[src/hw/rtl/tett_pkg.sv]
`timescale 1ns / 1ps

package tett_pkg;

  // Fixed field widths of the request and response items
  localparam int TAG_BITS         = 16;
  localparam int ITEM_PAYLOAD_BITS = 32;
  localparam int COUNT_BITS       = 8;
  localparam int STATUS_BITS      = 2;
  localparam int PAYLOAD_MAX_BITS = 64;

  // Parameter defaults
  localparam int TABLE_DEPTH_DEF  = 16;
  localparam int PAYLOAD_BITS_DEF = 32;

  // Operation codes
  localparam logic MODE_PUSH = 1'b0;
  localparam logic MODE_TAKE = 1'b1;

  // Result status codes
  localparam logic [STATUS_BITS-1:0] STATUS_OK        = 2'd0;
  localparam logic [STATUS_BITS-1:0] STATUS_FULL      = 2'd1;
  localparam logic [STATUS_BITS-1:0] STATUS_NOT_FOUND = 2'd2;

  typedef struct packed {
    logic                         mode;
    logic [TAG_BITS-1:0]          search_tag;
    logic [ITEM_PAYLOAD_BITS-1:0] entry_payload;
  } tett_req_t;

  typedef struct packed {
    logic [STATUS_BITS-1:0]       status;
    logic [ITEM_PAYLOAD_BITS-1:0] taken_payload;
    logic [COUNT_BITS-1:0]        entry_count;
  } tett_rsp_t;

  // Broadcast strobes from the controller to every cell
  typedef struct packed {
    logic capture;  // latch tag compare for the accepted transaction
    logic push;     // append at the tail cell
    logic take;     // close the gap above the first hit
  } tett_ctrl_t;

endpackage

[src/hw/rtl/tett_cell.sv]
`timescale 1ns / 1ps

module tett_cell import tett_pkg::*; #(
  parameter int PAYLOAD_BITS = PAYLOAD_BITS_DEF
) (
  input  logic                    clk,
  input  tett_ctrl_t              ctrl,
  input  logic [TAG_BITS-1:0]     cmp_tag,
  input  logic [TAG_BITS-1:0]     wr_tag,
  input  logic [PAYLOAD_BITS-1:0] wr_payload,
  input  logic                    occupied,
  input  logic                    is_tail,
  input  logic                    hit_below,
  input  logic [TAG_BITS-1:0]     nb_tag,
  input  logic [PAYLOAD_BITS-1:0] nb_payload,
  output logic [TAG_BITS-1:0]     tag,
  output logic [PAYLOAD_BITS-1:0] payload,
  output logic                    hit,
  output logic [PAYLOAD_BITS-1:0] pick
);

  // Capture the compare result when a transaction is accepted
  always_ff @(posedge clk) begin
    if (ctrl.capture) begin
      hit <= occupied && (tag == cmp_tag);
    end
  end

  // Load on push at the tail, shift down from the neighbor on take
  always_ff @(posedge clk) begin
    if (ctrl.push && is_tail) begin
      tag     <= wr_tag;
      payload <= wr_payload;
    end else if (ctrl.take && (hit || hit_below)) begin
      tag     <= nb_tag;
      payload <= nb_payload;
    end
  end

  // Offer the payload only from the oldest matching cell
  assign pick = (hit && !hit_below) ? payload : '0;

endmodule

[config.mk]
export PLATFORM = sky130hd
export DESIGN_NAME = tett_cell
export DESIGN_NICKNAME = d
export VERILOG_FILES = /design/src/hw/rtl/tett_pkg.sv /design/src/hw/rtl/tett_cell.sv
export SDC_FILE = /design/constraint.sdc
export NUM_CORES = 1
export LEC_CHECK = 0
export ABC_AREA = 1
export BUFFER_PORTS_ARGS = -buffer_cell sky130_fd_sc_hd__clkbuf_2
export CAP_MARGIN = 20
export CORE_MARGIN = 8
export CORE_UTILIZATION = 43
export CTS_CLUSTER_SIZE = 10
export DETAILED_ROUTE_END_ITERATION = 8
export MAX_ROUTING_LAYER = met4
export PLACE_DENSITY = 0.84
export SYNTH_ARGS = -nofsm -noshare
export SYNTH_HDL_FRONTEND = slang
export SYNTH_SLANG_ARGS = --single-unit
export TNS_END_PERCENT = 5
[constraint.sdc]
create_clock -name clk -period 4.3 [get_ports clk]
set_input_delay 0.43 -clock clk [delete_from_list [all_inputs] [get_ports clk]]
set_output_delay 0.43 -clock clk [all_outputs]
set_load 0.01 [all_outputs]
==> summary.md <==
| Metric | Value |
|---|---|
| Synth area leader | edfxtp_1 |
| Largest delay share family, worst path | flip-flops |
| Clock root buffer | clkbuf_8 |
| Met2 Use GR | 33.0% |
| M3 GR Usage | 3.97% |
| Final setup violation count | 0 |
| Via count | 2,444 |
| Non-filler cells, final | 520 |
| Period utilisation layout | 43.1% |
| Clk pin slew, worst setup/hold paths | 0.09 ns |
| Most crowded layer after global routing | met2 |
| Layout fillers | 493 |
| Clk buf depth | 2 |
| Slowest Stage Delay on Critical Path | 0.42 ns |
| Register-to-Register Path Depth | 3 |
| Post-Syn Area | 0.00264 mm2 |
| Multi-input logic area | 928 um2 |
| Hold Fails Final Rpt | 0 |
| Setup tns final | 0 ns |
| Die Wd | 94.3 um |
| Io pins | 200 |
| CTS Buf Count | 5 |
| DP Cell Count | 510 |
| Gp weighted congestion | 0.891 |
| Clock Sinks | 49 |
| DR WL/cell | 15.9 um |
| Number of synthesized flops with an enable pin | 49 |
| Hold crit path type | input port to register |
| Share of cells above drive strength 1 | 58.0% |
| Maxcap violations | 0 |
| Library cells used by synthesis | 14 |
| Register area share after synthesis | 55.8% |
| Grt ovf | 0 |
| DIE HEIGHT | 94.3 um |
| DRC | 0 |
| Power, Total | 1090 uW |
| # diodes | 0 |
| Leak Pwr | 0.00210 uW |
| Largest net degree at the start of global routing | 49 |
| Area grow syn2layout | 44.8% |
| Count leader, synth | inv_1 |
| Crit Path Max Fanout | 28 |
| Power per cell area | 286 mW/mm2 |
| Number of cells on the critical path | 4 |
| Measured slew at the worst slew-check pin | 0.700 ns |
| DRT Pass-1 Iters | 4 |
| Clk_lat worst skew | 0.29 ns |
| Critical path type | register to output port |
| FP Rows | 28 |
| I/O Buffers | 199 |
| Hold-fix buffers at CTS | 0 |
| CP endpoint | pick[27] |
| First-pass GRT wire length | 12,500 um |
| Post-synth top area share | 55.8% |
| CTS tree | built |
| Slew Limit Fails | 0 |
| Most used DFF post-synth | edfxtp_1 |
| FF-to-FF Start | hit$_DFFE_PP_ |
| Syn_nets | 362 |
| Crit. Startpoint | hit$_DFFE_PP_ |
| Initial Utilization | 44.6% |
| Syn Area/Cell | 10.9 um2 |
| R2R Path End | payload[15]$_DFFE_PP_ |
| Register area | 0.00147 mm2 |
| Flop2flop setup slack | 2.91 ns |
| Die ar. | 0.00890 mm2 |
| Startpoint Class | register |
| Final ANT Viol Nets | 0 |
| Min Clock Period, post-route | 1.85 ns |
| RSZ-0062 raised after global routing | false |
| Post-CTS Resized | 0 |
| Detail Placement HPWL | 6770 um |
| Initial antenna violation count | 0 |
| Crit path cell chain | nand2_1, buf_16, nor2_1, clkbuf_2 |
| End-of-flow core utilization | 64.5% |
| VDD IR max | 149 uV |
| Number of buffer and inverter stages on the critical path | 2 |
| Setup bufs post-CTS | 0 |
| FF+latch count, synth | 49 |
| Total GRT Usage | 18.4% |
| Hold path depth | 1 |
| Total core area | 0.00592 mm2 |
| Syn Inst Count | 243 |
| M1 GR Usage | 18.9% |
| Synth top area cells | edfxtp_1, mux2_2, inv_1 |
| Clock skew | 0.00628 ns |
| Crit path capture type | output port |
| WP data arrival | 1.42 ns |
| Fmax achieved | 540 MHz |
| WP data required | 3.87 ns |
| Status | finished clean |
| DR vias/cell | 4.70 |
| Max-Slew Margin vs Limit | 53.2% |
| Vias in the first global route | 2,680 |
| 1st-iter DRT viols | 70 |
| Critical-path cell with the highest stage delay | edfxtp_1 |
| FFs w/ async S/R, synth | 0% |
| Final Hold Slack | 0.330 ns |
| Yosys warns | 0 |
| H-tree depth | 2 |
| Final wirelength | 8260 um |
| Final #Nets | 563 |
| Synth top cells by count | inv_1, edfxtp_1, nor2_1 |
## layout make-up
| class | instances | area share [%] |
|---|---|---|
| Sequential cell | 49 | 38.5 |
| Clock inverter | 3 | 0.327 |
| Tap cell | 75 | 2.46 |
| Inverter | 52 | 5.11 |
| Multi-Input combinational cell | 134 | 24.3 |
| Clock buffer | 5 | 1.80 |
| Timing Repair Buffer | 202 | 27.5 |
## metal layers
layer	wire length, um	vias to the layer above
li1	-	1185
met1	3050	1113
met2	4350	126
met3	629	20
met4	227	0
met5	0	-
## layout by cell type (no fill, tap or decap), drive strengths merged, types with 2 or more instances in the layout
cell type / synthesis / layout
clkbuf: 3 / 204
nor2: 42 / 42
edfxtp: 49 / 49
o21ai: 3 / 3
buf: 5 / 3
nand2: 34 / 34
inv: 52 / 52
xor2: 3 / 3
mux2: 48 / 48
clkinv: 0 / 3
o22ai: 2 / 2
## metrics by stage
| stage | instance area, um2 | setup slack, ns |
|---|---|---|
| floorplan | 2640 | 2.05 |
| global placement | 3690 | 1.91 |
| detailed placement | 3690 | 1.81 |
| CTS | 3770 | 2.05 |
| global route | 3820 | 2.37 |
| finish | 3820 | 2.45 |
## worst reg2reg max path, delay by kind of cell, from the launching register on
family / cells / cell delay [ns]
flip-flops: 1 / 0.42
AND/OR/NAND/NOR: 1 / 0.21
buffers and inverters: 1 / 0.28
AO/OA/AOI/OAI: 1 / 0.21
## cells by family after synthesis
kind of cell,synth area share (%)
compound gates,1.04
mux,21.8
simple gates,11.2
xor+xnor,0.996
buf+inv,9.25
flops,55.8
## registers in the layout (all words and copies together), names as in the netlist
| name | count |
|---|---|
| payload | 32 |
| tag | 16 |
| hit | 1 |
## how the worst min path moves through the flow
stage	from	to
2_1_floorplan	ctrl[2]	hit$_DFFE_PP_
3_3_place_gp	ctrl[2]	hit$_DFFE_PP_
3_5_place_dp	ctrl[2]	hit$_DFFE_PP_
4_1_cts	ctrl[2]	hit$_DFFE_PP_
5_1_grt	ctrl[2]	hit$_DFFE_PP_
6_report	ctrl[2]	hit$_DFFE_PP_
## report_power, final
part	internal (uW)	switching (uW)	total, uW
clock	110	146	256
sequential	575	23.7	599
combinational	122	115	237
(Power assumes the default switching activity.)
